<file path="config.mk">
export PLATFORM = sky130hd
export DESIGN_NAME = ipv4_range_to_prefixes_core
export DESIGN_NICKNAME = d
export VERILOG_FILES = /design/src/rtl/core/iprp_pkg.sv /design/src/rtl/core/iprp_ctrl.sv /design/src/rtl/core/iprp_dp.sv /design/src/rtl/core/ipv4_range_to_prefixes_core.sv
export SDC_FILE = /design/constraint.sdc
export NUM_CORES = 1
export LEC_CHECK = 0
export BUFFER_PORTS_ARGS = -buffer_cell sky130_fd_sc_hd__buf_2
export CELL_PAD_IN_SITES_DETAIL_PLACEMENT = 0
export CELL_PAD_IN_SITES_GLOBAL_PLACEMENT = 1
export CORE_MARGIN = 2
export CORE_UTILIZATION = 51
export DETAILED_ROUTE_END_ITERATION = 10
export PLACE_DENSITY = 0.89
export SLEW_MARGIN = 10
export SYNTH_ARGS = -nofsm -noshare
export SYNTH_HDL_FRONTEND = slang
export SYNTH_SLANG_ARGS = --single-unit
</file>
<file path="constraint.sdc">
create_clock -name clk_i -period 14.7 [get_ports clk_i]
set_input_delay 2.94 -clock clk_i [delete_from_list [all_inputs] [get_ports clk_i]]
set_output_delay 2.94 -clock clk_i [all_outputs]
set_load 0.05 [all_outputs]
</file>
<file path="src/rtl/core/iprp_pkg.sv">
// ----------------------------------------------------------------------------
// iprp_pkg
// Shared types, widths and helpers for the IPv4 range-to-prefix core.
// ----------------------------------------------------------------------------
package iprp_pkg;

  localparam int unsigned AddrW = 32;           // active address bits, 8..32
  localparam int unsigned PortW = 32;           // address port width
  localparam int unsigned PlenW = 6;            // prefix length port width
  localparam int unsigned SizeW = AddrW + 1;    // block size, up to 2^AddrW
  localparam int unsigned SumW  = AddrW + 2;    // headroom for cur + size - 1
  localparam int unsigned KW    = $clog2(AddrW + 1);

  typedef enum logic [1:0] {
    ST_IDLE,
    ST_ASC,
    ST_DESC
  } state_e;

  // controller -> datapath
  typedef struct packed {
    logic load;        // accept a new word
    logic asc_step;    // growing phase: try block at lowest set bit of cur
    logic desc_step;   // shrinking phase: try block of held size, then halve
  } cmd_t;

  // datapath -> controller
  typedef struct packed {
    logic fits;        // candidate block stays at or below the end address
    logic hit_end;     // candidate block ends exactly at the end address
    logic range_bad;   // start above end on the input ports
  } status_t;

  // bit index of a one-hot block size
  function automatic logic [KW-1:0] onehot_index(input logic [SizeW-1:0] oh);
    logic [KW-1:0] r;
    r = '0;
    for (int i = 0; i < SizeW; i++) begin
      if (oh[i]) begin
        r = r | KW'(i);
      end
    end
    return r;
  endfunction

endpackage

</file>
<file path="src/rtl/core/iprp_ctrl.sv">
// ----------------------------------------------------------------------------
// iprp_ctrl
// Sequencer: growing phase, then shrinking phase if a grown block overshoots, until the end is covered.
// ----------------------------------------------------------------------------
module iprp_ctrl (
  input  logic               clk_i,
  input  logic               rst_ni,
  input  logic               start_i,
  input  iprp_pkg::status_t  status_i,
  output iprp_pkg::cmd_t     cmd_o,
  output logic               busy_o
);

  iprp_pkg::state_e state_q, state_d;

  always_ff @(posedge clk_i or negedge rst_ni) begin
    if (!rst_ni) begin
      state_q <= iprp_pkg::ST_IDLE;
    end else begin
      state_q <= state_d;
    end
  end

  // next state
  always_comb begin
    state_d = state_q;
    unique case (state_q)
      iprp_pkg::ST_IDLE: begin
        if (start_i && !status_i.range_bad) begin
          state_d = iprp_pkg::ST_ASC;
        end
      end
      iprp_pkg::ST_ASC: begin
        if (!status_i.fits) begin
          state_d = iprp_pkg::ST_DESC;
        end else if (status_i.hit_end) begin
          state_d = iprp_pkg::ST_IDLE;
        end
      end
      iprp_pkg::ST_DESC: begin
        if (status_i.fits && status_i.hit_end) begin
          state_d = iprp_pkg::ST_IDLE;
        end
      end
      default: state_d = iprp_pkg::ST_IDLE;
    endcase
  end

  // outputs
  always_comb begin
    cmd_o  = '0;
    busy_o = 1'b1;
    unique case (state_q)
      iprp_pkg::ST_IDLE: begin
        busy_o      = 1'b0;
        cmd_o.load  = start_i;
      end
      iprp_pkg::ST_ASC:  cmd_o.asc_step  = 1'b1;
      iprp_pkg::ST_DESC: cmd_o.desc_step = 1'b1;
      default:           busy_o = 1'b0;
    endcase
  end

  // a failed fit in the growing phase always hands over to the shrinking phase
  a_asc_to_desc: assert property (@(posedge clk_i) disable iff (!rst_ni)
    (state_q == iprp_pkg::ST_ASC && !status_i.fits) |=> (state_q == iprp_pkg::ST_DESC))
    else $error("growing phase did not hand over");

endmodule

</file>
<file path="src/rtl/core/iprp_dp.sv">
// ----------------------------------------------------------------------------
// iprp_dp
// Address, end and size registers, fit check and registered result word.
// ----------------------------------------------------------------------------
module iprp_dp (
  input  logic                              clk_i,
  input  logic                              rst_ni,
  input  iprp_pkg::cmd_t                    cmd_i,
  output iprp_pkg::status_t                 status_o,
  input  logic [iprp_pkg::PortW-1:0]        start_address_i,
  input  logic [iprp_pkg::PortW-1:0]        end_address_i,
  output logic                              result_valid_o,
  output logic [iprp_pkg::PortW-1:0]        block_base_o,
  output logic [iprp_pkg::PlenW-1:0]        block_prefix_length_o,
  output logic                              range_error_o,
  output logic                              last_block_o
);

  logic [iprp_pkg::SizeW-1:0] cur_q, cur_d;
  logic [iprp_pkg::AddrW-1:0] end_q, end_d;
  logic [iprp_pkg::SizeW-1:0] size_q, size_d;
  logic [iprp_pkg::KW-1:0]    k_q, k_d;

  logic                       vld_q, vld_d;
  logic [iprp_pkg::PortW-1:0] base_q, base_d;
  logic [iprp_pkg::PlenW-1:0] plen_q, plen_d;
  logic                       err_q, err_d, last_q, last_d;

  logic [iprp_pkg::AddrW-1:0] s_in, e_in;
  logic [iprp_pkg::SizeW-1:0] lowbit, size_sel;
  logic [iprp_pkg::KW-1:0]    k_sel;
  logic [iprp_pkg::SumW-1:0]  blk_top;
  logic                       fits, hit_end, emit;

  assign s_in = start_address_i[iprp_pkg::AddrW-1:0];
  assign e_in = end_address_i[iprp_pkg::AddrW-1:0];

  // largest aligned block at cur; zero is aligned to the whole space
  always_comb begin
    if (cur_q == '0) begin
      lowbit = iprp_pkg::SizeW'(1) << iprp_pkg::AddrW;
    end else begin
      lowbit = cur_q & (~cur_q + iprp_pkg::SizeW'(1));
    end
  end

  assign size_sel = cmd_i.asc_step ? lowbit : size_q;
  assign k_sel    = cmd_i.asc_step ? iprp_pkg::onehot_index(lowbit) : k_q;
  assign blk_top  = iprp_pkg::SumW'(cur_q) + iprp_pkg::SumW'(size_sel)
                  - iprp_pkg::SumW'(1);
  assign fits     = (blk_top <= iprp_pkg::SumW'(end_q));
  assign hit_end  = (blk_top == iprp_pkg::SumW'(end_q));
  assign emit     = (cmd_i.asc_step || cmd_i.desc_step) && fits;

  assign status_o.fits      = fits;
  assign status_o.hit_end   = hit_end;
  assign status_o.range_bad = (s_in > e_in);

  always_comb begin
    cur_d  = cur_q;
    end_d  = end_q;
    size_d = size_q;
    k_d    = k_q;
    vld_d  = 1'b0;
    base_d = base_q;
    plen_d = plen_q;
    err_d  = err_q;
    last_d = last_q;

    if (cmd_i.load) begin
      cur_d = iprp_pkg::SizeW'(s_in);
      end_d = e_in;
      if (s_in > e_in) begin
        vld_d  = 1'b1;
        base_d = '0;
        plen_d = '0;
        err_d  = 1'b1;
        last_d = 1'b1;
      end
    end

    if (emit) begin
      vld_d  = 1'b1;
      base_d = iprp_pkg::PortW'(cur_q[iprp_pkg::AddrW-1:0]);
      plen_d = iprp_pkg::PlenW'(iprp_pkg::AddrW) - iprp_pkg::PlenW'(k_sel);
      err_d  = 1'b0;
      last_d = hit_end;
      cur_d  = cur_q + size_sel;
    end

    // shrink after a failed grow, and after every shrinking-phase try
    if ((cmd_i.asc_step && !fits) || cmd_i.desc_step) begin
      size_d = size_sel >> 1;
      k_d    = k_sel - iprp_pkg::KW'(1);
    end
  end

  always_ff @(posedge clk_i or negedge rst_ni) begin
    if (!rst_ni) begin
      vld_q <= 1'b0;
    end else begin
      vld_q <= vld_d;
    end
  end

  always_ff @(posedge clk_i) begin
    cur_q  <= cur_d;
    end_q  <= end_d;
    size_q <= size_d;
    k_q    <= k_d;
    base_q <= base_d;
    plen_q <= plen_d;
    err_q  <= err_d;
    last_q <= last_d;
  end

  assign result_valid_o        = vld_q;
  assign block_base_o          = base_q;
  assign block_prefix_length_o = plen_q;
  assign range_error_o         = err_q;
  assign last_block_o          = last_q;

  a_size_onehot: assert property (@(posedge clk_i) disable iff (!rst_ni)
    cmd_i.desc_step |-> $onehot(size_q))
    else $error("shrinking block size not one-hot");

  a_cur_in_range: assert property (@(posedge clk_i) disable iff (!rst_ni)
    (cmd_i.asc_step || cmd_i.desc_step) |->
      (iprp_pkg::SumW'(cur_q) <= iprp_pkg::SumW'(end_q)))
    else $error("walk passed the end address");

  a_err_is_last: assert property (@(posedge clk_i) disable iff (!rst_ni)
    (vld_q && err_q) |-> (last_q && base_q == '0 && plen_q == '0))
    else $error("error word malformed");

endmodule

</file>
<file path="src/rtl/core/ipv4_range_to_prefixes_core.sv">
// ----------------------------------------------------------------------------
// ipv4_range_to_prefixes_core
// Splits an inclusive IPv4 range into its minimal ascending CIDR block list.
// ----------------------------------------------------------------------------
// Usage:
//   Drive start_address_i / end_address_i and pulse start_i while busy_o is
//   low; the word is taken at that clock edge. Results come out on
//   block_base_o / block_prefix_length_o, each marked by a single cycle of
//   result_valid_o; last_block_o flags the final block of a range.
//   Start above end gives one word with range_error_o and last_block_o set
//   in the cycle after start, and busy_o never rises.
// Operation:
//   Start is registered in the sequencer state, and the first block then in
//   the result register. The walk first grows blocks at the lowest set bit
//   of the running address (one block per cycle); once a grown block would
//   pass the end, it turns around and shrinks the block size by half each
//   cycle, emitting whenever the halved block still fits. A range yields at
//   most 62 blocks. busy_o drops as the last block is issued, so a new range
//   may start the cycle that last block is on the ports.
// Reset: asynchronous, active low; returns the sequencer to idle and drops
//   result_valid_o. The receiver cannot stall; results are never held.
// ----------------------------------------------------------------------------
module ipv4_range_to_prefixes_core (
  input  logic                              clk_i,
  input  logic                              rst_ni,
  input  logic                              start_i,
  output logic                              busy_o,
  input  logic [iprp_pkg::PortW-1:0]        start_address_i,
  input  logic [iprp_pkg::PortW-1:0]        end_address_i,
  output logic                              result_valid_o,
  output logic [iprp_pkg::PortW-1:0]        block_base_o,
  output logic [iprp_pkg::PlenW-1:0]        block_prefix_length_o,
  output logic                              range_error_o,
  output logic                              last_block_o
);

  iprp_pkg::cmd_t    cmd;
  iprp_pkg::status_t status;

  // sequencer
  iprp_ctrl u_ctrl (
    .clk_i    (clk_i),
    .rst_ni   (rst_ni),
    .start_i  (start_i),
    .status_i (status),
    .cmd_o    (cmd),
    .busy_o   (busy_o)
  );

  // address walk and result register
  iprp_dp u_dp (
    .clk_i                 (clk_i),
    .rst_ni                (rst_ni),
    .cmd_i                 (cmd),
    .status_o              (status),
    .start_address_i       (start_address_i),
    .end_address_i         (end_address_i),
    .result_valid_o        (result_valid_o),
    .block_base_o          (block_base_o),
    .block_prefix_length_o (block_prefix_length_o),
    .range_error_o         (range_error_o),
    .last_block_o          (last_block_o)
  );

endmodule

</file>
==> results.yml <==
synth:
  synth_nets: 1553
  synth_area_leaders: "edfxtp_1, ha_1, inv_1, nor2_1, a21oi_1"
  synth_cells: 1301
  synth_area_per_cell_um2: 9.40
  synth-edff-count: 142
  synth_top_area_cell: "edfxtp_1"
  yosysWarningCount: 0
  synth_seq_cells: 146
  syn_area_mm2: 0.0122
  ys_types: 76
  ys_seq_area_frac: 0.357
  synth_top_cell_area_share: 0.349
  synthMostInstantiatedCell: "inv_1"
  synth.top_cells.by_count: "inv_1, ha_1, edfxtp_1"
  ys_async_sr_fraction: 0.0205
  synth_flop_cell: "edfxtp_1"
final_layout:
  area_delta_synth_final_pct: 12.0
  final_net_count: 1662
  layout-drive-gt1-share: 0.135
  nFillCells: 2071
  antenna_cells: 0
  instances_no_fill: 1742
  design_area_mm2: 0.0137
drt:
  met1_length_mm: 16.3
  dr.pass1.iters: 5
  avgViaCountPerCell: 5.81
  wl_per_cell_um: 18.8
  wl_met3_mm: 2.71
  finalWirelength_mm: 32.7
  wl_met2_mm: 13.1
  via_count: 10100
  highest_layer: "met4"
  final_antenna_net_count: 0
  drc_errors: 0
  drt_iter0_markers: 1058
clock_tree:
  cts.sinks: 146
  ctsHoldBuffers: 0
  post_cts_resized: 0
  cts.htree.levels: 4
  cts_tree: "done"
  postCtsSetupBuffers: 0
  insertion_delay_ns: 0.44
  numCtsBuffers: 17
  root_buffer: "clkbuf_16"
  cts_buffer_depth: 2
  cts.clk_slew.worst_paths_ns: 0.07
timing:
  setup_viol: 0
  clock_skew_ns: 0.0125
  slew_headroom: 0.377
  worstMarginPinSlew_ns: 0.925
  finalSetupTns_ns: 0
  hold_viol_final: 0
  fmax_ghz: 0.116
  rsz0062_at_grt: "false"
  slew_viol_final: 0
  fin_crit_sh: 0.588
  min_period_ns: 8.64
floorplanning:
  die_y_um: 159
  start_util: 0.521
  dieArea_mm2: 0.0252
  ios: 109
  core_mm2: 0.0235
  dieWidth_um: 159
  fp-row-count: 56
run_status:
  status: "finished clean"
critical_path:
  r2r_slack_ns: 6.06
  worstSetupStartpointType: "register"
  cp_common_cell: "inv_1"
  arrival_ns: 8.60
  worstPathRequired_ns: 14.66
  crit_path_max_incr_delay_ns: 0.74
  crit_path_end_kind: "register"
  worstSetupPathType: "register to register"
  cp_max_fo: 59
  crit_path_top_delay_cell: "nand2_2"
global_route:
  grt_pass1_wl_mm: 51.4
  grt_pass1_vias: 9227
  grt_use_total: 0.260
  grt_max_degree: 60
  gr-total-overflow: 0
  antenna_found_initial: 0
run:
  cap_violations: 0
placed_design:
  port_buffers: 108
  place_area_mm2: 0.0131
  dp_hpwl_mm: 25.8
  dp.cells: 1710
  gp_congestion: 0.887
min_path:
  hold_path.class: "register to register"
==> state kept, by name (all words and copies together), names as in the netlist <==
name                        count
u_dp.result_valid_o             1
u_dp.block_base_o              32
u_dp.block_prefix_length_o      6
u_dp.last_block_o               1
u_ctrl.state_q                  2
u_dp.end_q                     32
u_dp.size_q                    32
u_dp.k_q                        6
u_dp.range_error_o              1
u_dp.cur_q                     33
==> critical path, delay by kind of cell, from the launching register on <==
kind / cells / cell delay (ns)
adders and majority gates: 4 / 1.16
xor gates and xnor gates: 1 / 0.10
DFF: 1 / 0.40
and+or+nand+nor: 8 / 1.66
AOI/OAI and AO/OA: 10 / 2.52
buffers and inverters: 7 / 2.19
==> logic make-up (layout without fill, tap and decap cells) <==
| group | Yosys count | after routing | synth area share |
|---|---|---|---|
| and+or+nand+nor | 339 | 339 | 0.142 |
| AOI/OAI and AO/OA | 313 | 313 | 0.174 |
| buffers and inverters | 237 | 359 | 0.0743 |
| adders and majority gates | 185 | 185 | 0.191 |
| DFF | 146 | 146 | 0.357 |
| xor gates and xnor gates | 54 | 54 | 0.0387 |
| muxes | 27 | 27 | 0.0242 |
==> final timing paths <==
| path | startpoint | to | cells past startpoint |
|---|---|---|---|
| worst min-delay path | u_dp.range_error_o$_SDFFE_PN0P_ | u_dp.range_error_o$_SDFFE_PN0P_ | 2 |
| min in group asynchronous | rst_ni | u_dp.result_valid_o$_DFF_PN0_ | 1 |
| worst max register to register | u_ctrl.state_q[1]$_DFFE_PN0P_ | u_dp.block_prefix_length_o[4]$_SDFFCE_PP0P_ | 30 |
| worst min register to register | u_dp.range_error_o$_SDFFE_PN0P_ | u_dp.range_error_o$_SDFFE_PN0P_ | 2 |
| max in group asynchronous | rst_ni | u_ctrl.state_q[1]$_DFFE_PN0P_ | 1 |
| worst max-delay path | u_ctrl.state_q[1]$_DFFE_PN0P_ | u_dp.block_prefix_length_o[4]$_SDFFCE_PP0P_ | 30 |
==> placed cells by master, fill, tap and decap left out, types with 5 or more instances in the layout <==
cell / Yosys / routed
nand3_1: 25 / 25
a41oi_1: 5 / 5
or4_1: 5 / 5
o21a_1: 12 / 12
nor2_1: 107 / 107
buf_2: 12 / 108
a211oi_1: 15 / 15
a41o_1: 5 / 5
nor3_1: 28 / 28
nand4_1: 26 / 26
nor2b_1: 20 / 20
a21o_1: 37 / 37
a211o_1: 5 / 5
and3_1: 12 / 12
xnor2_1: 40 / 40
o31ai_1: 7 / 7
xor2_1: 14 / 14
clkbuf_16: 0 / 17
o21ai_0: 56 / 55
edfxtp_1: 142 / 142
or2_2: 6 / 6
and2_1: 9 / 9
o21bai_1: 10 / 10
mux2_2: 20 / 20
nor4_1: 7 / 7
o211ai_1: 12 / 12
a21oi_1: 79 / 79
a31o_2: 5 / 5
a31oi_1: 15 / 15
and4_1: 5 / 5
mux2i_1: 7 / 7
inv_6: 0 / 5
ha_1: 183 / 182
nand2_1: 56 / 55
inv_1: 214 / 214
nand2b_1: 16 / 16
==> per-layer routing <==
| layer | vias up | track usage |
|---|---|---|
| met3 | 34 | 0.0481 |
| met2 | 447 | 0.357 |
| li1 | 4886 | - |
| met1 | 4756 | 0.414 |
| met4 | 0 | 0.0646 |
| met5 | - | 0 |
==> metrics by stage <==
stage	util	setup slack (ns)	hold slack, ns
2_1_floorplan	-	5.59	0.491
3_3_place_gp	0.558	6.41	0.466
3_5_place_dp	0.558	6.08	0.469
4_1_cts	0.583	6.05	0.480
5_1_grt	0.583	5.28	0.489
6_report	0.583	6.06	0.490
==> cell type report <==
type | count | area, um^2 | area share
sequential | 146 | 4360 | 0.319
tap | 319 | 399 | 0.0292
clock buffer | 17 | 425 | 0.0311
clock inverter | 15 | 151 | 0.0111
multi-input combinational | 918 | 6970 | 0.510
inverter | 215 | 807 | 0.0590
timing repair buffer | 112 | 571 | 0.0417
Power is left out: the tool's default activity adds up to more than one toggle a clock period on the data nets, which glitch-free logic cannot reach.
